$ cat config.mk
export PLATFORM = sky130hd
export DESIGN_NAME = fsr_fifo
export DESIGN_NICKNAME = d
export VERILOG_FILES = /design/src/rtl/fsr_fifo.sv
export SDC_FILE = /design/constraint.sdc
export NUM_CORES = 1
export LEC_CHECK = 0
export ABC_CLOCK_PERIOD_IN_PS = 2100
export BUFFER_PORTS_ARGS = -buffer_cell sky130_fd_sc_hd__buf_2
export CAP_MARGIN = 20
export CORE_UTILIZATION = 36
export CTS_CLUSTER_SIZE = 24
export DETAILED_ROUTE_END_ITERATION = 7
export SETUP_SLACK_MARGIN = 0.15
export SYNTH_ARGS = -nofsm -noshare
export SYNTH_HDL_FRONTEND = slang
export SYNTH_SLANG_ARGS = --single-unit
$ cat constraint.sdc
create_clock -name i_clk -period 2.1 [get_ports i_clk]
set_clock_uncertainty 0.1 [all_clocks]
set_input_delay 0.21 -clock i_clk [delete_from_list [all_inputs] [get_ports i_clk]]
set_output_delay 0.21 -clock i_clk [all_outputs]
set_load 0.01 [all_outputs]
$ cat src/rtl/fsr_fifo.sv
// Short job queue between the front and the back of the flocking block
module fsr_fifo #(
    parameter int WIDTH = 9,
    parameter int DEPTH = 2,
    localparam int PW   = (DEPTH > 1) ? $clog2(DEPTH) : 1,
    localparam int CW   = $clog2(DEPTH + 1)
) (
    input  logic             i_clk,
    input  logic             i_rst_n,
    input  logic             i_push,
    input  logic [WIDTH-1:0] i_data,
    input  logic             i_pop,
    output logic [WIDTH-1:0] o_data,
    output logic             o_full,
    output logic             o_empty
);
    logic [WIDTH-1:0] r_mem [DEPTH];
    logic [PW-1:0]    r_wp;
    logic [PW-1:0]    r_rp;
    logic [CW-1:0]    r_cnt;

    function automatic logic [PW-1:0] bump(input logic [PW-1:0] p);
        return (p == PW'(DEPTH - 1)) ? '0 : PW'(p + 1'b1);
    endfunction

    assign o_full  = (r_cnt == CW'(DEPTH));
    assign o_empty = (r_cnt == '0);
    assign o_data  = r_mem[r_rp];

    // Store a pushed job
    always_ff @(posedge i_clk) begin
        if (i_push) begin
            r_mem[r_wp] <= i_data;
        end
    end

    // Advance pointers and the fill count
    always_ff @(posedge i_clk) begin
        if (!i_rst_n) begin
            r_wp  <= '0;
            r_rp  <= '0;
            r_cnt <= '0;
        end else begin
            if (i_push) begin
                r_wp <= bump(r_wp);
            end
            if (i_pop) begin
                r_rp <= bump(r_rp);
            end
            if (i_push && !i_pop) begin
                r_cnt <= CW'(r_cnt + 1'b1);
            end else if (i_pop && !i_push) begin
                r_cnt <= CW'(r_cnt - 1'b1);
            end
        end
    end
endmodule

### Yosys cells after proc, flatten, opt, wreduce, memory -nomap -nowiden

Memories as Yosys holds them, arrays and structs flattened. A register that Yosys moved wholly into a read port is not among the register bits.
Index checks and enable logic that the tools add are counted.

| word-level totals | value |
|---|---|
| logic and storage cells | 23 |
| memories | 1 |
| register bits after elaboration | 4 |
| memory bits (writable) | 18 |

Memories:

| name | words | width | read ports | clocked after Yosys merged registers in | write ports | RTL line | RTL |
|---|---|---|---|---|---|---|---|
| r_mem | 2 | 9 | 1 | 1 | 1 | 17 | `logic [WIDTH-1:0] r_mem [DEPTH];` |

| operators by class | value |
|---|---|
| reduce and logical (&&, ||, !) cells | 6 |
| equal/unequal tests | 1 |
| add/sub/neg operators | 4 |
| muxes and demuxes | 8 |

Operators with widths:

| kind | count |
|---|---|
| $mux W1 | 6 |
| $mux W2 | 2 |
| $add A1 B1 Y1 const B | 2 |
| $add A2 B1 Y2 const B | 1 |
| $eq A2 B2 Y1 const B | 1 |
| $logic_and A1 B1 Y1 | 2 |
| $logic_not A1 Y1 | 2 |
| $logic_not A2 Y1 | 1 |
| $reduce_bool A2 Y1 | 1 |
| $sub A2 B1 Y2 const B | 1 |

### Longest topological paths before layout

Gate-level depths: netlist of run 1.

| depth | value |
|---|---|
| depth in word-level cells | 4 |
| gate-level depth with buffers | 5 |

### Worst setup path before layout of run 1

No wires, ideal clock.

| timing path | value |
|---|---|
| path type | reg2reg |
| from | reg r_wp |
| to | mem r_mem[0][0] (enable) |
| setup slack | 850 ps |
| buffers on the path | 0 |
| library setup time | 377 ps |
| cell stages (with the launch flop) | 2 |
| arrival | 773 ps |
| data required time | 1623 ps |
| cell sequence | dfxtp_1 > nor2b_1 |

RTL lines:

| element | RTL line | RTL |
|---|---|---|
| start: declaration | 18 | `logic [PW-1:0] r_wp;` |
| start signal: assignment | 45 | `r_wp <= bump(r_wp);` |
| end: declaration | 17 |  |

Straight into the memory's write port.

==> flow_summary.ini, run 1 <==
[timing]
setup_ws_ns = 0.365
rsz0062_at_grt = no
setup-tns-final_ns = 0
final-setup-viol-count = 0
final.period_utilization_pct = 82.6
hold_viol_final = 0
transition_time_at_the_pin_with_the_least_slew_margin_ns = 0.423
fin_hold_ws_ns = 0.0588
slew_headroom_pct = 71.8
timing.final.max_slew_violations = 0
period_minus_slack_ns = 1.73
achievable-frequency_ghz = 0.576

[routing]
via_count = 506
viasPerCell = 4.44
routed_wire_length_per_instance_microns = 11.7
violation_count_after_the_first_detailed_route_iteration = 7
route.detailed.drc = 0
wirelength_mm = 1.34
postRouteAntennaNets = 0
firstDrtPassIters = 2

[placed_design]
post-dp-hpwl_microns = 877
pre_cts_ws_ns = 0.701
numPortBuffers = 23
gpl.final_weighted_congestion = 0.610
placed_cell_area_sq_um = 1020

[logic_synthesis]
synthDominantAreaCellType = sky130_fd_sc_hd__edfxtp_1
synth.cell_area_sq_um = 866
syn_avg_cell_area_sq_um = 17.3
synthesis.nets = 64
synth-seq-cells = 23
synth_top_area_share_pct = 62.4
post_synth_inst_count = 50
synth.top_cells.by_area = sky130_fd_sc_hd__edfxtp_1 (62%), sky130_fd_sc_hd__mux2_2 (12%), sky130_fd_sc_hd__dfxtp_1 (12%)
netlist-cell-type-count = 16
synth.yosys.warnings = 0
synth-seq-area-share_pct = 74.0

[layout]
nNetsFinal = 101
area.growth.synth_to_final_pct = 31.1
drive_above_1_share_pct = 43.0
diodes = 0
final_util_pct = 50.8
final.fill_count = 212
finish.instance_area_sq_um = 1130

[floorplanning]
floorplan.io_pins = 24
design.core.area_sq_um = 2230
dieArea_sq_um = 2610
fp.dieW_microns = 51.0
fp-row-count = 17
floorplan.initialDensity_pct = 38.8
die_h_microns = 51.0

[power_and_ir_drop]
netSwitchingPower_mw = 0.190
pwr_density_cell_nw_per_um2 = 757
cellLeakagePower_nw = 0.450
swShare_pct = 22.1
clock_power_share_pct = 22.4
max-vdd-ir-drop_mv = 0.419
p_int_mw = 0.669
power_frac_seq_pct = 62.8
combinationalPowerShare_pct = 14.8

[setup_path]
cp_slowest_cell = sky130_fd_sc_hd__dfxtp_1
timing.critical_path.arrival_ns = 1.42
startpoint_type = register
critPathKind = register to output pin
critPathMaxFanout = 9
worstPathCellList = mux2_2, buf_2
critical_path.max_stage_delay_ns = 0.60
critPathCaptureType = output pin
cp.required_ns = 1.79

[grt]
global_route.overflow_total = 0
global_route.usage.total_pct = 11.9
vias_in_the_first_global_route = 482
pin_count_of_the_biggest_net_entering_global_routing = 13
grt_first_pass_wirelength_mm = 2.13
grt_antenna_before_repair = 0

[clock_tree]
tritoncts.num_buffers = 3
post-cts-setup-buffers = 0
post_cts_repair_resize_count = 0
cts_tree = built
hold_fix_buffers_at_cts = 8
clockRootBuffer = sky130_fd_sc_hd__clkbuf_4
htreeDepth = 1
clockBufferDepth = 2
clkSlewWorstSetupHoldPaths_ns = 0.12
cts_sinks = 23
worst_skew_pair.late_latency_ns = 0.30

[outcome]
run_status = complete, no violations

[job]
maxCapViolations = 0

[min_path]
holdCritPathClass = input port to register
## critical path: cells and delay by family, from the launching register on
| family | cells | cell delay, ns |
|---|---|---|
| buf+inv | 1 | 0.14 |
| flops | 1 | 0.60 |
| mux | 1 | 0.39 |
## cell families after synthesis
kind of cell | Yosys count | synth area share, %
flip-flops | 23 | 74.0
multiplexers | 9 | 11.7
adder cells (fa/ha/maj) | 1 | 1.44
XOR/XNOR | 3 | 3.04
AND/OR/NAND/NOR | 9 | 6.50
AO/OA/AOI/OAI | 3 | 2.31
buffers and inverters | 2 | 1.01
## cells in the mapped netlist, drive strengths merged
master	count
nor2b	2
a21boi	1
mux2	9
and2	4
xor2	2
nor2	1
and2b	1
ha	1
buf	1
o21a	1
inv	1
edfxtp	18
xnor2	1
or3	1
dfxtp	5
o21ai	1
## metrics by stage
stage | std cells | power [mW]
detailed placement | 101 | 0.665
finish | 114 | 0.859
floorplan | 50 | 0.616
global placement | 101 | 0.662
CTS | 113 | 0.869
global route | 114 | 0.916
## power by group through the flow
stage / Sequential, mW / Clock (mW) / Combinational (mW)
2_1_floorplan: 0.540 / 0 / 0.0755
5_1_grt: 0.544 / 0.231 / 0.142
6_report: 0.539 / 0.192 / 0.127
4_1_cts: 0.540 / 0.201 / 0.128
3_5_place_dp: 0.550 / 0 / 0.115
3_3_place_gp: 0.548 / 0 / 0.113
## registers in the layout (all words and copies together), names as in the netlist, named ones only
register and cells:
r_mem 18, r_cnt 2, r_wp 1, r_rp 1
## layer usage
layer | share of wire [%] | GRT usage, % | vias to the layer above
met4 | 0 | 6.94 | 0
met5 | 0 | 0 | -
li1 | - | - | 253
met3 | 4.5 | 3.57 | 0
met1 | 47 | 14.6 | 238
met2 | 49 | 18.6 | 15
## area by class of cell
type | instances | area (sq um) | area share, %
Tap cell | 28 | 35.0 | 3.09
Inverter | 1 | 3.75 | 0.331
Clock buffer | 4 | 26.3 | 2.32
Timing Repair Buffer | 33 | 213 | 18.7
Sequential cell | 23 | 641 | 56.4
Multi-Input combinational cell | 25 | 216 | 19.1
## cell usage in the layout (no fill, tap or decap), types with 2 or more instances in the layout
cell and instances:
sky130_fd_sc_hd__dfxtp_1 5, sky130_fd_sc_hd__xor2_1 2, sky130_fd_sc_hd__clkbuf_4 3, sky130_fd_sc_hd__buf_2 23, sky130_fd_sc_hd__mux2_2 9, sky130_fd_sc_hd__and2_1 4, sky130_fd_sc_hd__nor2b_1 2, sky130_fd_sc_hd__dlygate4sd3_1 9
sky130_fd_sc_hd__edfxtp_1 18
## path summary, 6_finish.rpt
path | startpoint | end | slack (ns) | depth (start not counted)
max reg2reg | r_cnt[0] | r_cnt[1] | 0.91 | 3
max | register | o_data[3] | 0.37 | 2
min | i_rst_n | r_wp | 0.06 | 2
min reg2reg | r_cnt[1] | r_cnt[1] | 0.44 | 2
Note: power is estimated with default switching activity, not from simulation.
==> inputs of run 2 (changes only) <==
--- a/config.mk
+++ b/config.mk
@@ -5,7 +5,7 @@
 export SDC_FILE = /design/constraint.sdc
 export NUM_CORES = 1
 export LEC_CHECK = 0
-export ABC_CLOCK_PERIOD_IN_PS = 2100
+export ABC_CLOCK_PERIOD_IN_PS = 1600
 export BUFFER_PORTS_ARGS = -buffer_cell sky130_fd_sc_hd__buf_2
 export CAP_MARGIN = 20
 export CORE_UTILIZATION = 36
==> constraint.sdc (replaced) <==
create_clock -name i_clk -period 1.6 [get_ports i_clk]
set_clock_uncertainty 0.1 [all_clocks]
set_input_delay 0.16 -clock i_clk [delete_from_list [all_inputs] [get_ports i_clk]]
set_output_delay 0.16 -clock i_clk [all_outputs]
set_load 0.01 [all_outputs]
==> flow_summary.ini, run 2 (synthesis gave the netlist of run 1 again) <==
[setup_path]
worstPathCellList = buf_6, mux2_4, buf_6
cp_common_cell = sky130_fd_sc_hd__buf_6
critical_path.max_stage_delay_ns = 0.38
cp.required_ns = 1.34
timing.critical_path.arrival_ns = 1.23
critPathMaxFanout = 4
startpoint_type = register
critPathCaptureType = output pin
cp_slowest_cell = sky130_fd_sc_hd__dfxtp_4
critPathKind = register to output pin

[routing]
via_count = 528
routed_wire_length_per_instance_microns = 11.1
route.detailed.drc = 0
postRouteAntennaNets = 0
firstDrtPassIters = 4
violation_count_after_the_first_detailed_route_iteration = 5
wirelength_mm = 1.31
viasPerCell = 4.47

[timing]
achievable-frequency_ghz = 0.673
hold_viol_final = 0
final-setup-viol-count = 0
period_minus_slack_ns = 1.49
final.period_utilization_pct = 92.9
rsz0062_at_grt = yes
timing.final.max_slew_violations = 0
transition_time_at_the_pin_with_the_least_slew_margin_ns = 0.445
slew_headroom_pct = 70.4
setup-tns-final_ns = 0
setup_ws_ns = 0.113

[job]
maxCapViolations = 0

[grt]
global_route.overflow_total = 0
global_route.usage.total_pct = 11.5
grt_antenna_before_repair = 0
pin_count_of_the_biggest_net_entering_global_routing = 14
vias_in_the_first_global_route = 516
grt_first_pass_wirelength_mm = 2.11

[floorplanning]
fp-row-count = 17
floorplan.io_pins = 24
fp.dieW_microns = 51.0
die_h_microns = 51.0
dieArea_sq_um = 2610
design.core.area_sq_um = 2230
floorplan.initialDensity_pct = 38.8

[layout]
diodes = 0
register_area_sq_um = 644
largest_register_ffs = 18
multiInputGateArea_sq_um = 250
most_common_cell_after_layout_fill_and_taps_aside = sky130_fd_sc_hd__edfxtp_1
biggestRegsByFlops = r_mem (18), r_cnt (2)
largest-register = r_mem
drive_above_1_share_pct = 47.8
layout.cells.most_common_list = sky130_fd_sc_hd__edfxtp_1 (18), sky130_fd_sc_hd__buf_2 (14), sky130_fd_sc_hd__buf_6 (12)
final.fill_count = 193
nNetsFinal = 105
area.growth.synth_to_final_pct = 46.8

[placed_design]
pre_cts_ws_ns = 0.227
gpl.final_weighted_congestion = 0.630
post-dp-hpwl_microns = 863
numPortBuffers = 23

[outcome]
run_status = complete, no violations

[power_and_ir_drop]
max-vdd-ir-drop_mv = 0.707
cellLeakagePower_nw = 0.530
pwr_density_cell_nw_per_um2 = 940

[clock_tree]
clockBufferDepth = 2
cts_sinks = 23
cts_tree = built
worst_skew_pair.late_latency_ns = 0.29
htreeDepth = 1
tritoncts.num_buffers = 3
clockRootBuffer = sky130_fd_sc_hd__clkbuf_4
clkSlewWorstSetupHoldPaths_ns = 0.12

[min_path]
holdCritPathClass = input port to register
run 2: repair_timing:
item                                    in CTS  in global routing
pin swaps                                    0                  0
buffers inserted                             3                  0
gates cloned                                 0                  0
endpoints found under the hold margin       18                  0
endpoints found under the setup margin       9                  9
hold buffers                                 9                  0
resized for setup                           24                  0
run 2: metrics by stage:
step | area [sq um] | std cells | hold slack (ns) | power, mW | utilization [%]
CTS | 1270 | 118 | 0.00591 | 1.21 | 56.9
finish | 1270 | 118 | 0.0106 | 1.20 | 56.9
floorplan | 866 | 50 | 0.159 | 0.808 | -
detailed placement | 1030 | 102 | 0.253 | 0.876 | 45.9
global placement | 1030 | 102 | 0.248 | 0.870 | 45.9
global route | 1270 | 118 | 0.0132 | 1.26 | 56.9
run 2: per-layer routing:
layer	up-vias	routed length, microns	global-route usage [%]
li1	262	-	-
met5	-	0	0
met3	2	63	2.68
met4	0	13	6.94
met2	17	683	20.0
met1	247	546	12.6
run 2: path summary, 6_finish.rpt:
path	depth (start not counted)	startpoint	to	slack (ns)
max	3	register	o_data[1]	0.11
max reg2reg	1	r_wp	r_mem[1][1]	0.40
min reg2reg	2	r_cnt[1]	r_cnt[1]	0.42
min	2	i_rst_n	r_cnt[0]	0.01
run 2: power by group:
group	switching (mW)	leakage (nW)	internal, mW
logic	0.0874	0.301	0.152
clock network	0.159	0.0177	0.0930
registers	0.0187	0.211	0.685
run 2: layout make-up:
class | instances | area share (%)
Clock inverter | 1 | 0.394
Multi-Input combinational cell | 25 | 19.7
Sequential cell | 23 | 50.7
Timing Repair Buffer | 37 | 24.4
Tap cell | 28 | 2.76
Inverter | 1 | 0.295
Clock buffer | 3 | 1.77
run 2: critical path, delay by kind of cell, from the launching register on:
family   cells  cell delay [ns]
flops        1             0.38
mux          1             0.30
buf+inv      2             0.24
==> inputs of run 3 (changes only) <==
--- a/config.mk
+++ b/config.mk
@@ -6,11 +6,10 @@
 export NUM_CORES = 1
 export LEC_CHECK = 0
 export ABC_CLOCK_PERIOD_IN_PS = 1600
-export BUFFER_PORTS_ARGS = -buffer_cell sky130_fd_sc_hd__buf_2
-export CAP_MARGIN = 20
 export CORE_UTILIZATION = 36
 export CTS_CLUSTER_SIZE = 24
 export DETAILED_ROUTE_END_ITERATION = 7
+export DONT_BUFFER_PORTS = 1
 export SETUP_SLACK_MARGIN = 0.15
 export SYNTH_ARGS = -nofsm -noshare
 export SYNTH_HDL_FRONTEND = slang
==> constraint.sdc (replaced) <==
create_clock -name i_clk -period 1.6 [get_ports i_clk]
set_clock_uncertainty 0.1 [all_clocks]
set_input_delay 0 -clock i_clk [delete_from_list [all_inputs] [get_ports i_clk]]
set_output_delay 0 -clock i_clk [all_outputs]
set_load 0.01 [all_outputs]
==> flow_summary.ini, run 3 (synthesis gave the netlist of run 1 again) <==
[outcome]
run_status = complete, no violations

[timing]
final-setup-viol-count = 0
setup_ws_ns = 0.305
achievable-frequency_ghz = 0.772
period_minus_slack_ns = 1.30
rsz0062_at_grt = no
slew_headroom_pct = 72.6
setup-tns-final_ns = 0
transition_time_at_the_pin_with_the_least_slew_margin_ns = 0.411
timing.final.max_slew_violations = 0
final.period_utilization_pct = 81.0
hold_viol_final = 0

[clock_tree]
cts_tree = built
clockRootBuffer = sky130_fd_sc_hd__clkbuf_4
clkSlewWorstSetupHoldPaths_ns = 0.13
htreeDepth = 1
tritoncts.num_buffers = 3
clockBufferDepth = 2
worst_skew_pair.late_latency_ns = 0.30
cts_sinks = 23

[grt]
grt_first_pass_wirelength_mm = 1.92
top_usage_layer = met2
vias_in_the_first_global_route = 415
globalRouteMet1Util_pct = 12.7
grt_antenna_before_repair = 0
gr-usage-met3_pct = 4.46
pin_count_of_the_biggest_net_entering_global_routing = 14
global_route.overflow_total = 0
global_route.usage.total_pct = 10.7
groute.layer.met2.usage_pct = 16.4

[floorplanning]
die_h_microns = 51.0
fp-row-count = 17
dieArea_sq_um = 2610
design.core.area_sq_um = 2230
floorplan.initialDensity_pct = 38.8
floorplan.io_pins = 24
fp.dieW_microns = 51.0

[setup_path]
critPathMaxFanout = 9
path_delay_family = flip-flops
cp.required_ns = 1.50
critPathKind = register to output pin
worstPathCellList = mux2_2
cp_slowest_cell = sky130_fd_sc_hd__dfxtp_2
startpoint_type = register
critPathCaptureType = output pin
critical_path.max_stage_delay_ns = 0.48
worst-path-buf-inv = 0
timing.critical_path.arrival_ns = 1.20

[layout]
layout.cells.non_filler = 94
diodes = 0
drive_above_1_share_pct = 24.2
area.growth.synth_to_final_pct = 21.5
most_common_cell_after_layout_fill_and_taps_aside = sky130_fd_sc_hd__edfxtp_1
biggestRegsByFlops = r_mem (18), r_cnt (2)
nNetsFinal = 81
largest_register_ffs = 18
layout.cells.most_common_list = sky130_fd_sc_hd__edfxtp_1 (18), sky130_fd_sc_hd__dlygate4sd3_1 (12), sky130_fd_sc_hd__mux2_2 (9)
largest-register = r_mem

[placed_design]
numPortBuffers = 0
pre_cts_ws_ns = 0.421
gpl.final_weighted_congestion = 0.591
numPlacedInstances = 78

[job]
maxCapViolations = 0

[routing]
wirelength_mm = 1.29
route.detailed.drc = 0
postRouteAntennaNets = 0
viasPerCell = 4.74
routed_wire_length_per_instance_microns = 13.8
violation_count_after_the_first_detailed_route_iteration = 6
firstDrtPassIters = 2
via_count = 446

[power_and_ir_drop]
max-vdd-ir-drop_mv = 0.436
cellLeakagePower_nw = 0.374
pwr_density_cell_nw_per_um2 = 1050

[min_path]
holdCritPathClass = input port to register
run 3: metal layers:
metal,wire [microns],part of all wire (%)
met5,0,0
met4,24,1.9
met3,109,8.4
met1,572,44
met2,587,45
run 3: power by group:
| part | internal, mW | switching (mW) |
|---|---|---|
| Clock | 0.0934 | 0.171 |
| Sequential | 0.685 | 0.0232 |
| Combinational | 0.0719 | 0.0624 |
| Total | 0.850 | 0.256 |
run 3: path summary, 6_finish.rpt:
path	startpoint	end	slack, ns	cells after the start
setup / recovery	register	o_data[3]	0.30	1
hold reg to reg	r_cnt[1]	r_cnt[1]	0.42	2
hold / removal	i_push	r_mem[0][6]	0.03	2
setup reg to reg	r_wp	r_mem[1][6]	0.44	1
run 3: timing repair:
item,CTS,global route
setup buffers,0,0
resized for setup,1,0
hold endpoints to repair,23,0
hold buffers,12,0
setup endpoints to repair,9,0
run 3: final cells by class:
type                    instances  area, sq um
fillers                       206         1180
flip-flops and latches         23          642
multi-input cells              25          216
repair buffers                 13          128
well taps                      28         35.0
clock buffers                   3         22.5
clock inverters                 1         5.00
inverters                       1         3.75
run 3: through the flow:
| step | total power, mW | hold WS, ns | area [sq um] | util [%] |
|---|---|---|---|---|
| after floorplan | 0.808 | -0.00113 | 866 | - |
| after global placement | 0.825 | -0.00105 | 903 | 40.4 |
| after detailed placement | 0.829 | -0.00104 | 903 | 40.4 |
| after CTS | 1.12 | 0.0298 | 1050 | 47.1 |
| after global routing | 1.17 | 0.0350 | 1050 | 47.1 |
| final | 1.11 | 0.0309 | 1050 | 47.1 |
