### config.mk
export PLATFORM = sky130hd
export DESIGN_NAME = fsr_front_flat
export DESIGN_NICKNAME = d
export VERILOG_FILES = /design/src/rtl/fsr_pkg.sv /design/src/rtl/fsr_if.sv /design/src/rtl/fsr_front.sv /design/src/flat_wrapper.sv
export SDC_FILE = /design/constraint.sdc
export NUM_CORES = 1
export LEC_CHECK = 0
export ABC_CLOCK_PERIOD_IN_PS = 1500
export BUFFER_PORTS_ARGS = -buffer_cell sky130_fd_sc_hd__clkbuf_2
export CAP_MARGIN = 10
export CELL_PAD_IN_SITES_DETAIL_PLACEMENT = 0
export CELL_PAD_IN_SITES_GLOBAL_PLACEMENT = 1
export CORE_ASPECT_RATIO = 0.75
export CORE_MARGIN = 5
export CORE_UTILIZATION = 15
export DETAILED_ROUTE_END_ITERATION = 10
export PLACE_DENSITY_LB_ADDON = 0.12
export REMOVE_ABC_BUFFERS = 1
export SLEW_MARGIN = 20
export SYNTH_ARGS = -nofsm -noshare
export SYNTH_HDL_FRONTEND = slang
export SYNTH_SLANG_ARGS = --single-unit
### constraint.sdc
create_clock -name i_clk -period 1.5 [get_ports i_clk]
set_input_delay 0.075 -clock i_clk [delete_from_list [all_inputs] [get_ports i_clk]]
set_output_delay 0.075 -clock i_clk [all_outputs]
set_load 0.05 [all_outputs]
### src/rtl/fsr_pkg.sv
// Shared types and constants of the flocking steering block
package fsr_pkg;

    localparam int WORD_W     = 32;
    localparam int CFG_IDX_W  = 3;
    localparam int CFG_DATA_W = 32;
    localparam int OUT_IDX_W  = 6;
    localparam int STATUS_W   = 2;
    localparam int BOID_W     = 4 * WORD_W;

    // Configuration register indexes
    localparam logic [CFG_IDX_W-1:0] CFG_SEP_STR = 3'd0;
    localparam logic [CFG_IDX_W-1:0] CFG_SEP_RNG = 3'd1;
    localparam logic [CFG_IDX_W-1:0] CFG_ALI_STR = 3'd2;
    localparam logic [CFG_IDX_W-1:0] CFG_COH_STR = 3'd3;
    localparam logic [CFG_IDX_W-1:0] CFG_INT_RNG = 3'd4;
    localparam logic [CFG_IDX_W-1:0] CFG_WRAP    = 3'd5;
    localparam logic [CFG_IDX_W-1:0] CFG_FIELD   = 3'd6;

    // Request commands
    localparam logic CMD_LOAD    = 1'b0;
    localparam logic CMD_COMPUTE = 1'b1;

    // Result status codes
    localparam logic [STATUS_W-1:0] ST_OK  = 2'd0;
    localparam logic [STATUS_W-1:0] ST_FEW = 2'd1;
    localparam logic [STATUS_W-1:0] ST_OVF = 2'd2;

    typedef struct packed {
        logic [WORD_W-1:0] sep_str;
        logic [WORD_W-1:0] sep_rng;
        logic [WORD_W-1:0] ali_str;
        logic [WORD_W-1:0] coh_str;
        logic [WORD_W-1:0] int_rng;
        logic              wrap;
        logic [WORD_W-2:0] field;
    } t_cfg;

endpackage

### src/rtl/fsr_if.sv
// Request and result channel interfaces of the flocking steering block
interface fsr_in_if;
    logic               valid;
    logic               ready;
    logic               command;
    logic signed [31:0] pos_x;
    logic signed [31:0] pos_y;
    logic signed [31:0] vel_x;
    logic signed [31:0] vel_y;

    modport source (output valid, command, pos_x, pos_y, vel_x, vel_y, input ready);
    modport sink   (input valid, command, pos_x, pos_y, vel_x, vel_y, output ready);
endinterface


### src/rtl/fsr_front.sv
// Front end: accepts requests, stores boids and queues compute jobs
module fsr_front #(
    parameter int MAX_BOIDS = 64,
    localparam int CNT_W    = $clog2(MAX_BOIDS + 1),
    localparam int IDX_W    = $clog2(MAX_BOIDS),
    localparam int JOB_W    = CNT_W + fsr_pkg::STATUS_W
) (
    input  logic                      i_clk,
    input  logic                      i_rst_n,
    fsr_in_if.sink                    i_in,
    input  logic                      i_back_busy,
    input  logic                      i_q_full,
    input  logic                      i_q_empty,
    output logic                      o_push,
    output logic [JOB_W-1:0]          o_job,
    output logic                      o_ram_we,
    output logic [IDX_W-1:0]          o_ram_waddr,
    output logic [fsr_pkg::BOID_W-1:0] o_ram_wdata
);
    logic [CNT_W-1:0] r_cnt;
    logic             r_ovf;
    logic             is_cmp;
    logic             take;
    logic             room;

    // Loads wait until the previous flock is finished; computes need queue room
    assign is_cmp     = (i_in.command == fsr_pkg::CMD_COMPUTE);
    assign i_in.ready = is_cmp ? !i_q_full : (i_q_empty && !i_back_busy);
    assign take       = i_in.valid && i_in.ready;
    assign room       = (r_cnt < CNT_W'(MAX_BOIDS));

    assign o_ram_we    = take && !is_cmp && room;
    assign o_ram_waddr = r_cnt[IDX_W-1:0];
    assign o_ram_wdata = {i_in.pos_x, i_in.pos_y, i_in.vel_x, i_in.vel_y};

    assign o_push = take && is_cmp;
    assign o_job  = {(r_ovf ? fsr_pkg::ST_OVF : fsr_pkg::ST_OK), r_cnt};

    // Count loaded boids, flag dropped loads, restart after a compute
    always_ff @(posedge i_clk) begin
        if (!i_rst_n) begin
            r_cnt <= '0;
            r_ovf <= 1'b0;
        end else if (take) begin
            if (is_cmp) begin
                r_cnt <= '0;
                r_ovf <= 1'b0;
            end else if (room) begin
                r_cnt <= CNT_W'(r_cnt + 1'b1);
            end else begin
                r_ovf <= 1'b1;
            end
        end
    end
endmodule

### src/flat_wrapper.sv
// flat-port wrapper written by rule: the top's interface ports become plain ports
module fsr_front_flat 
#(
    parameter int MAX_BOIDS = 64,
    localparam int CNT_W    = $clog2(MAX_BOIDS + 1),
    localparam int IDX_W    = $clog2(MAX_BOIDS),
    localparam int JOB_W    = CNT_W + fsr_pkg::STATUS_W
)
  (i_clk, i_rst_n, i_back_busy, i_q_full, i_q_empty, o_push, o_job, o_ram_we, o_ram_waddr, o_ram_wdata, i_in_valid, i_in_command, i_in_pos_x, i_in_pos_y, i_in_vel_x, i_in_vel_y, i_in_ready);
  fsr_in_if i_in_i ();
  input  logic i_clk;
  input  logic i_rst_n;
  input  logic i_back_busy;
  input  logic i_q_full;
  input  logic i_q_empty;
  output logic o_push;
  output logic [JOB_W-1:0] o_job;
  output logic o_ram_we;
  output logic [IDX_W-1:0] o_ram_waddr;
  output logic [fsr_pkg::BOID_W-1:0] o_ram_wdata;
  input wire logic [$bits(i_in_i.valid)-1:0] i_in_valid;
  input wire logic [$bits(i_in_i.command)-1:0] i_in_command;
  input wire logic [$bits(i_in_i.pos_x)-1:0] i_in_pos_x;
  input wire logic [$bits(i_in_i.pos_y)-1:0] i_in_pos_y;
  input wire logic [$bits(i_in_i.vel_x)-1:0] i_in_vel_x;
  input wire logic [$bits(i_in_i.vel_y)-1:0] i_in_vel_y;
  output wire logic [$bits(i_in_i.ready)-1:0] i_in_ready;
  assign i_in_i.valid = i_in_valid;
  assign i_in_i.command = i_in_command;
  assign i_in_i.pos_x = i_in_pos_x;
  assign i_in_i.pos_y = i_in_pos_y;
  assign i_in_i.vel_x = i_in_vel_x;
  assign i_in_i.vel_y = i_in_vel_y;
  assign i_in_ready = i_in_i.ready;
  fsr_front #(.MAX_BOIDS(MAX_BOIDS)) u_core (.i_clk(i_clk), .i_rst_n(i_rst_n), .i_in(i_in_i), .i_back_busy(i_back_busy), .i_q_full(i_q_full), .i_q_empty(i_q_empty), .o_push(o_push), .o_job(o_job), .o_ram_we(o_ram_we), .o_ram_waddr(o_ram_waddr), .o_ram_wdata(o_ram_wdata));
endmodule
# --- Yosys cells after proc, flatten, opt, wreduce, memory -nomap -nowiden ---
# Cells that the tools add are included.
totals:
  ff_bits: 8
  in_bits: 135
  out_inout_bits: 146
  wordCells: 22
classes:
  addsub: 1
  order_cmp: 1
  eq_ne: 1
  muxes: 6
  n_reduce_logical: 11
ops:
  columns: ["op", "n"]
  rows:
  - ["7-bit 2-to-1 mux", 2]
  - ["7-bit by 1-bit adder with 7-bit output (second input constant)", 1]
  - ["7-bit < comparator (second input constant)", 1]
  - ["1-bit logical AND", 5]
  - ["2-bit AND reduction", 2]
  - ["1-bit logical NOT", 3]
  - ["1-bit 2-to-1 mux", 3]
  - ["2-bit 2-to-1 mux", 1]
  - ["2-bit != test (second input constant)", 1]
  - ["2-bit nonzero test", 1]

# --- Longest topological paths before layout ---
# Gate-level depths: netlist of run 1.
depth:
  depth_word: 6
  mapped_depth: 4
  mapped_depth_nobuf: 4

# --- Least setup slack after synthesis of run 1 ---
# OpenSTA, ideal clock, no wires.
synth_path:
  path_kind: "reg-to-reg"
  from: "reg u_core.r_cnt[0]"
  to: "reg u_core.r_cnt[4]"
  setup_time_ns: 0.084
  arrival_time_ns: 1.519
  required_ns: 1.416
  slack_ns: -0.103
  stages_incl_launch_ff: 5
  n_path_buf: 0
  period_less_slack_ns: 1.603
  cell_sequence: "dfxtp_1 ha_1 and3_1 or4_1 o221ai_1"
synth_between:
  elab_chain_cells: 3
  elab_cells_between_ends: 6
  classes_between: "1 x add/sub; 1 x order compare; 2 x mux; 2 x reduce/logical"
synth_rtl:
  columns: ["element", "line", "text"]
  rows:
  - ["start, declared", "fsr_front.sv:20", "logic [CNT_W-1:0] r_cnt;"]
  - ["start signal, assigned", "fsr_front.sv:49", "r_cnt <= CNT_W'(r_cnt + 1'b1);"]
  - ["7-bit by 1-bit adder with 7-bit output or 7-bit < comparator (tied branches)", "fsr_front.sv:49, fsr_front.sv:30", null]
  - ["7-bit 2-to-1 mux or 2-bit nonzero test (tied branches)", null, null]
  - ["7-bit 2-to-1 mux or 2-bit AND reduction (tied branches)", null, null]
# Parallel ways exist; a longest one is shown, timed or not. The select of a mux whose other input is x is not followed.
# A chain may end at the register's enable or synchronous reset.

# --- Final worst setup path of run 1 ---
# Same ends and word-level chain as after synthesis.

==> results of run 1 <==
==> report_power, final <==
| group | internal, mW | switching, mW | leakage, nW | total, mW |
|---|---|---|---|---|
| registers | 0.215 | 0.000554 | 0.0645 | 0.215 |
| clock network | 0.345 | 0.113 | 0.0370 | 0.457 |
| logic | 0.0252 | 0.0626 | 0.258 | 0.0878 |
| total | 0.585 | 0.176 | 0.360 | 0.760 |
==> registers in the layout, indices dropped and copies added, names as in the netlist <==
register,flops
u_core.r_cnt,7
u_core.r_ovf,1
==> worst paths after layout <==
path | start | slack [ps] | to | cells past startpoint
max | u_core.r_cnt[0] | 120 | u_core.r_cnt[4] | 4
min reg2reg | u_core.r_ovf | 460 | u_core.r_ovf | 2
min | i_in_vel_y[0] | 150 | o_ram_wdata[0] | 0
max reg2reg | u_core.r_cnt[0] | 120 | u_core.r_cnt[4] | 4
==> cell usage in the layout (no fill, tap or decap), types with 3 or more instances in the layout <==
master     instances
clkbuf_2          23
nand2_1            8
buf_4              8
dfxtp_1            8
nor2b_1            4
inv_1              4
nand3_1            4
o211ai_1           4
nand2b_1           3
or4_1              3
clkbuf_16          3
==> through the flow <==
step                util [%]  instance area, um2
finish                  9.21                 897
CTS                     9.21                 897
floorplan                  -                 482
detailed placement      8.44                 822
global route            9.21                 897
global placement        8.44                 822
==> cells by family (layout without fill, tap and decap cells) <==
| group | count (synthesis) | in the layout | share of synthesized area, % |
|---|---|---|---|
| compound gates | 14 | 14 | 6.56 |
| simple gates | 32 | 32 | 12.7 |
| fa+ha+maj | 1 | 1 | 0.830 |
| buf+inv | 141 | 38 | 69.0 |
| flops | 8 | 8 | 10.6 |
| other cells | 1 | 1 | 0.249 |
==> layer usage <==
metal / global-route usage [%] / vias to the layer above / wire [um] / share of wire [%]
li1: - / 293 / - / -
met4: 12.0 / 2 / 1080 / 6.0
met1: 5.67 / 368 / 1260 / 7.0
met2: 52.6 / 272 / 9390 / 52
met5: 5.04 / - / 50 / 0.28
met3: 46.9 / 44 / 6150 / 34
==> final cells by class <==
type | count | area (um2)
Fill cell | 1127 | 8840
Clock buffer | 3 | 75.1
Multi-Input combinational cell | 48 | 307
Timing Repair Buffer | 31 | 175
Inverter | 4 | 15.0
Sequential cell | 8 | 160
Tap cell | 132 | 165
==> out/metrics.csv, run 1 <==
metric,value,unit
worst-path cell with the longest stage delay,or4_1,
Cells after Synth,197,
Post-Route WL,17900,um
maximum fanout along the worst path,3,
setup bufs post-CTS,0,
Peak supply drop,0.276,mV
layout cells sized above 1,37.2,%
Pleak,0.360,nW
most frequent cell after synthesis,buf_4,
Overflow after GRT,0,
final hold violations,0,
crit start category,flop,
Pre-antenna DRT Iters,4,
Clock Tree Root,clkbuf_16,
final worst slack,123,ps
Place WS,135,ps
total power,0.760,mW
CP Cell Sequence,"ha_1, and3_1, or4_1, o221ai_1",
Max H-tree Level,1,
final setup violation count,0,
most area-consuming cells after synthesis,"buf_4 (68%), dfxtp_1 (11%), nand2_1 (2.0%), o211ai_1 (2.0%), nor2b_1 (1.7%)",
drc violations,0,
pin count of the biggest net entering global routing,14,
All-Layer GR Usage,28.2,%
run status,completed,
fmax,0.726,GHz
"Hold-fix buffers, CTS",0,
vias in the first global route,928,
nets@finish,232,
initial antenna violation count,0,
Routed Antenna Nets,0,
initial detailed-routing violation count,66,
top cell family by delay on the critical path,simple AND/OR/NAND/NOR gates,
# rows,31,
area share of the largest cell type after synthesis,67.8,%
post-synth top area cell,buf_4,
CORE AREA,9740,um2
Cell Pwr Density,848,nW/um2
Vias/cell,4.33,
dpl cells,223,
max cap viols,0,
CTS tree,yes,
Final Critical Period,1380,ps
via count,979,
num ports,281,
Tcrit/Tclk final,91.8,%
cts repair resizes,0,
post-synth cell types,26,
ys async rst share,0,%
first-pass GRT wire length,20700,um
Yosys reg bits,8,
Area Overhead vs Synth,-40.4,%
Fin Hold WS,150,ps
worst-case clock buffer depth,2,
Worst EP required,1650,ps
Num CTS Buffers,3,
worst skew pair latency,230,ps
RSZ-0062 raised after global routing,no,
Setup CP Type,flop to flop,
starting density of the core,15.5,%
Die W,126,um
Setup crit end kind,flop,
Avg WL per Cell,79.4,um
hpwl dp,17400,um
YS warnings,0,
CP bufs+invs,0,
Post-synth top cells,"buf_4 (136), dfxtp_1 (8), nand2_1 (8)",
synthesized cell area,1510,um2
Syn Area/Cell,7.65,um2
fin. max-slew vios,0,
Post-synth EDFFs,0,
clk slew on worst S/H paths,40,ps
number of port buffers,23,
max incr delay on CP,470,ps
ANT cells,0,
Sink Count,8,
Die Span Y,96.8,um
routability cong.,0.962,
die area,12200,um2
Max Clock Skew,2.43,ps
"Arr. time, crit path",1530,ps
"Seq/Total Area, Yosys",10.6,%
Post-Layout Cell Count,226,
setup_tns,0,ps
Hold/Removal Path Class,primary input to output port,
"Primary FF master, synth",dfxtp_1,
Note: power is estimated with default switching activity, not from simulation.
==> run 2: changes to the inputs <==
--- a/config.mk
+++ b/config.mk
@@ -14,7 +14,8 @@
 export CORE_MARGIN = 5
 export CORE_UTILIZATION = 15
 export DETAILED_ROUTE_END_ITERATION = 10
-export PLACE_DENSITY_LB_ADDON = 0.12
+export GPL_TIMING_DRIVEN = 0
+export PLACE_DENSITY = 0.88
 export REMOVE_ABC_BUFFERS = 1
 export SLEW_MARGIN = 20
 export SYNTH_ARGS = -nofsm -noshare
==> run 2 against run 1 <==
First-iteration DRC count decreased by 12%. Sequential power about the same. Clock power decreased by 2%. Largest power group unchanged. Highest routed layer unchanged.
==> out/metrics.csv, run 2 (same netlist as run 1, synthesis figures left out) <==
metric,value,unit
Num CTS Buffers,3,
maximum fanout along the worst path,7,
# rows,31,
CTS tree,yes,
CORE AREA,9740,um2
crit start category,flop,
Max Clock Skew,0.797,ps
Max H-tree Level,1,
Post-Route WL,17600,um
max cap viols,0,
Slew HR,65.0,%
drc violations,0,
routability cong.,0.987,
Peak supply drop,0.209,mV
initial detailed-routing violation count,58,
Final Critical Period,1430,ps
"Arr. time, crit path",1580,ps
Tcrit/Tclk final,95.3,%
Slew @ Worst Pin,519,ps
starting density of the core,15.5,%
die area,12200,um2
r2r endpoint,u_core.r_cnt[4],
setup bufs post-CTS,0,
flop2flop setup slack,70,ps
layout cells sized above 1,33.7,%
Place WS,-209,ps
Worst R2R Start,u_core.r_cnt[0],
Fill cells,1123,
DP Area,762,um2
vias in the first global route,807,
Pleak,0.322,nW
pin count of the biggest net entering global routing,14,
run status,completed,
via count,935,
first-pass GRT wire length,19800,um
largest registers,"u_core.r_cnt: 7 flops, u_core.r_ovf: 1 flops",
worst-case clock buffer depth,2,
initial antenna violation count,0,
Pre-antenna DRT Iters,4,
final worst slack,69.8,ps
RSZ-0062 raised after global routing,no,
Setup crit end kind,flop,
clk slew on worst S/H paths,40,ps
Vias/cell,4.29,
max reg flops,7,
Fin Hold WS,150,ps
highest-count cells in the layout ignoring fill and taps,"clkbuf_2 (23), nand2_1 (8), dfxtp_1 (8)",
All-Layer GR Usage,27.3,%
Area Overhead vs Synth,-43.9,%
ANT cells,0,
worst skew pair latency,230,ps
fin. max-slew vios,0,
num ports,281,
hpwl dp,17000,um
final hold violations,0,
Avg WL per Cell,80.6,um
Overflow after GRT,0,
number of port buffers,23,
Hold/Removal Path Class,primary input to output port,
Die W,126,um
final setup violation count,0,
Worst EP required,1650,ps
Die Span Y,96.8,um
Clock Tree Root,clkbuf_16,
Largest Register,u_core.r_cnt,
"Hold-fix buffers, CTS",0,
worst hold endpoint,o_ram_wdata[0],
"commonest non-fill, non-tap cell in the layout",clkbuf_2,
Cell Pwr Density,876,nW/um2
post-route cell area,845,um2
Routed Antenna Nets,0,
nets@finish,224,
cell count of the worst reg-to-reg path,4,
Setup CP Type,flop to flop,
worst hold path cell count,0,
fmax,0.699,GHz
setup_tns,0,ps
Sink Count,8,
Hold Path Origin,i_in_vel_y[0],
## run 2: cell count changes in the layout (fill, tap and decap cells not counted)
cell and change:
buf_4 -8, nor2b_1 -1, nor2b_2 +1, nor3b_1 -1
nor3b_2 +1
## run 2: report_power, final
| group | switching [mW] | internal, mW | leakage, nW |
|---|---|---|---|
| clock network | 0.103 | 0.344 | 0.0370 |
| logic | 0.0575 | 0.0192 | 0.220 |
| registers | 0.00167 | 0.215 | 0.0645 |
## run 2: stage by stage
| step | power [mW] | instances | utilization (%) |
|---|---|---|---|
| 2_1_floorplan | 0.265 | 60 | - |
| 3_3_place_gp | 0.294 | 215 | 7.83 |
| 3_5_place_dp | 0.295 | 215 | 7.83 |
| 4_1_cts | 0.744 | 218 | 8.65 |
| 5_1_grt | 0.772 | 218 | 8.67 |
| 6_report | 0.740 | 218 | 8.67 |
## run 2: repair_timing
action	4_1_cts	5_1_grt
resized for setup	1	1
endpoints found under the hold margin	0	0
endpoints found under the setup margin	1	1
gates cloned	0	0
## run 2: metal layers
metal	vias to the layer above	global-route usage, %	wire length (um)
met3	32	48.6	6370
met1	315	2.70	734
li1	277	-	-
met2	307	53.7	9670
met5	-	7.56	105
met4	4	7.83	682
## run 2: area by class of cell
| class | instances | area [um2] | area share, % |
|---|---|---|---|
| Clock buffer | 3 | 75.1 | 8.89 |
| Inverter | 4 | 15.0 | 1.78 |
| Multi-Input combinational cell | 48 | 314 | 37.2 |
| Sequential cell | 8 | 160 | 19.0 |
| Tap cell | 132 | 165 | 19.6 |
| Timing Repair Buffer | 23 | 115 | 13.6 |
## run 2: worst max-delay path by stage
stage / from / endpoint / cells past startpoint
after global placement: i_in_command / o_ram_we / 5
after CTS: u_core.r_cnt[6] / o_ram_we / 4
after detailed placement: i_in_command / o_ram_we / 5
after global routing: u_core.r_cnt[0] / u_core.r_cnt[4] / 4
after floorplan: u_core.r_cnt[0] / u_core.r_cnt[4] / 4
final: u_core.r_cnt[0] / u_core.r_cnt[4] / 4
## run 2: critical path, stage by stage, from the launching register on
cell      delay (ps)
dfxtp_1          360
ha_1             240
and3_1           210
or4_1            460
o221ai_1          80
==> run 3: changes to the inputs <==
--- a/config.mk
+++ b/config.mk
@@ -5,17 +5,17 @@
 export SDC_FILE = /design/constraint.sdc
 export NUM_CORES = 1
 export LEC_CHECK = 0
-export ABC_CLOCK_PERIOD_IN_PS = 1500
+export ABC_CLOCK_PERIOD_IN_PS = 1650
 export BUFFER_PORTS_ARGS = -buffer_cell sky130_fd_sc_hd__clkbuf_2
-export CAP_MARGIN = 10
+export CAP_MARGIN = 20
 export CELL_PAD_IN_SITES_DETAIL_PLACEMENT = 0
 export CELL_PAD_IN_SITES_GLOBAL_PLACEMENT = 1
 export CORE_ASPECT_RATIO = 0.75
 export CORE_MARGIN = 5
-export CORE_UTILIZATION = 15
+export CORE_UTILIZATION = 16
 export DETAILED_ROUTE_END_ITERATION = 10
 export GPL_TIMING_DRIVEN = 0
-export PLACE_DENSITY = 0.88
+export PLACE_DENSITY = 0.93
 export REMOVE_ABC_BUFFERS = 1
 export SLEW_MARGIN = 20
 export SYNTH_ARGS = -nofsm -noshare
==> constraint.sdc (replaced) <==
create_clock -name i_clk -period 1.65 [get_ports i_clk]
set_input_delay 0.0825 -clock i_clk [delete_from_list [all_inputs] [get_ports i_clk]]
set_output_delay 0.0825 -clock i_clk [all_outputs]
set_load 0.05 [all_outputs]
==> run 3 against run 2 <==
Non-clock buffer count did not move. Global-route usage is 0.37 points higher. Hold slack better by 15 ps. Wire length shrank 3.4%. Register-to-register slack improved by 150 ps. Clock power shrank 6.9%. Power shrank 7.8%. Sequential share of layout area grew 0.17 points. First-iteration DRC count up 28%. Clock skew about the same.
==> out/metrics.csv, run 3 (same netlist as run 1, synthesis figures left out) <==
metric,value,unit
crit path from,u_core.r_cnt[6],
max reg flops,7,
final setup violation count,0,
layout cells sized above 1,32.6,%
"Arr. time, crit path",1460,ps
via count,942,
worst skew pair latency,230,ps
clk slew on worst S/H paths,40,ps
CTS tree,yes,
Routed Antenna Nets,0,
Setup crit end kind,output port,
Area Overhead vs Synth,-44.4,%
# rows,30,
All-Layer GR Usage,27.7,%
Util after Layout,9.18,%
nets@finish,224,
Hold Path Origin,i_in_vel_y[0],
DP Area,757,um2
pin count of the biggest net entering global routing,14,
post-route cell area,837,um2
dpl cells,211,
fin. max-slew vios,0,
Avg WL per Cell,79.3,um
vias in the first global route,732,
Slew HR,67.1,%
Pleak,0.320,nW
run status,completed,
worst-path cell with the longest stage delay,dfxtp_1,
number of port buffers,23,
maximum fanout along the worst path,5,
Fill cells,1051,
worst hold path cell count,0,
Final Critical Period,1550,ps
Worst R2R Start,u_core.r_cnt[0],
crit start category,flop,
Post-Layout Cell Count,214,
RSZ-0062 raised after global routing,no,
setup bufs post-CTS,0,
final hold violations,0,
Clock Tree Root,clkbuf_16,
"commonest non-fill, non-tap cell in the layout",clkbuf_2,
Max Clock Skew,1.11,ps
Fin Hold WS,166,ps
Tcrit/Tclk final,93.6,%
fmax,0.647,GHz
Die Span Y,94.0,um
Overflow after GRT,0,
Post-Route WL,17000,um
Die W,122,um
drc violations,0,
largest registers,"u_core.r_cnt: 7 flops, u_core.r_ovf: 1 flops",
ANT cells,0,
hpwl dp,16400,um
critical path depth in cells,4,
num ports,281,
Slew @ Worst Pin,489,ps
CORE AREA,9120,um2
Max H-tree Level,1,
cell count of the worst reg-to-reg path,4,
first-pass GRT wire length,18200,um
initial detailed-routing violation count,74,
worst-case clock buffer depth,2,
starting density of the core,16.5,%
Setup CP Type,flop to output port,
"Hold-fix buffers, CTS",0,
Num CTS Buffers,3,
Vias/cell,4.40,
Largest Register,u_core.r_cnt,
die area,11500,um2
initial antenna violation count,0,
Peak supply drop,0.239,mV
CP bufs+invs,2,
max incr delay on CP,340,ps
top cell family by delay on the critical path,simple AND/OR/NAND/NOR gates,
Sink Count,8,
CP Cell Sequence,"nor2b_1, nand2_1, inv_1, clkbuf_2",
max cap viols,0,
Hold/Removal Path Class,primary input to output port,
Cell Pwr Density,815,nW/um2
highest-count cells in the layout ignoring fill and taps,"clkbuf_2 (23), nand2_1 (8), dfxtp_1 (8)",
Pre-antenna DRT Iters,4,
Worst EP required,1570,ps
routability cong.,0.954,
cts repair resizes,0,
-- run 3: cell count changes in the layout (fill, tap and decap cells not counted) --
cell / change
nor2b_2: -1
nor2b_1: +1
-- run 3: through the flow --
| step | total power [mW] | worst slack, ps | setup TNS [ps] |
|---|---|---|---|
| 6_report | 0.682 | 105 | 0 |
| 5_1_grt | 0.694 | 40.0 | 0 |
| 4_1_cts | 0.680 | 99.3 | 0 |
| 3_5_place_dp | 0.267 | 124 | 0 |
| 3_3_place_gp | 0.266 | 133 | 0 |
| 2_1_floorplan | 0.241 | -210 | -750 |
-- run 3: final cells by class --
type | instances | area, um2 | area share, %
multi-input combinational | 48 | 312 | 37.2
sequential | 8 | 160 | 19.1
tap | 128 | 160 | 19.1
timing repair buffer | 23 | 115 | 13.8
clock buffer | 3 | 75.1 | 8.97
inverter | 4 | 15.0 | 1.79
-- run 3: per-layer routing --
metal	GRT usage (%)	part of all wire [%]	vias to the layer above
li1	-	-	279
met1	3.69	5.6	342
met2	57.1	57	288
met3	45.3	34	31
met4	8.21	2.9	2
met5	2.40	0.19	-
-- run 3: final timing paths --
kind                endpoint  slack, ps
max                 o_ram_we        100
min           o_ram_wdata[0]        170
max reg2reg  u_core.r_cnt[4]        220
min reg2reg     u_core.r_ovf        450
-- run 3: worst reg2reg max path: cells and delay by family (launching register included) --
| kind | cells | cell delay [ps] |
|---|---|---|
| AO/OA/AOI/OAI | 1 | 80 |
| adder cells (fa/ha/maj) | 1 | 240 |
| flip-flops | 1 | 360 |
| AND/OR/NAND/NOR | 2 | 670 |
-- run 3: power breakdown --
group / total (mW) / internal [mW] / switching (mW) / leakage, nW
registers: 0.197 / 0.195 / 0.00151 / 0.0645
clock network: 0.416 / 0.313 / 0.102 / 0.0370
logic: 0.0698 / 0.0172 / 0.0526 / 0.219
total: 0.682 / 0.526 / 0.157 / 0.320
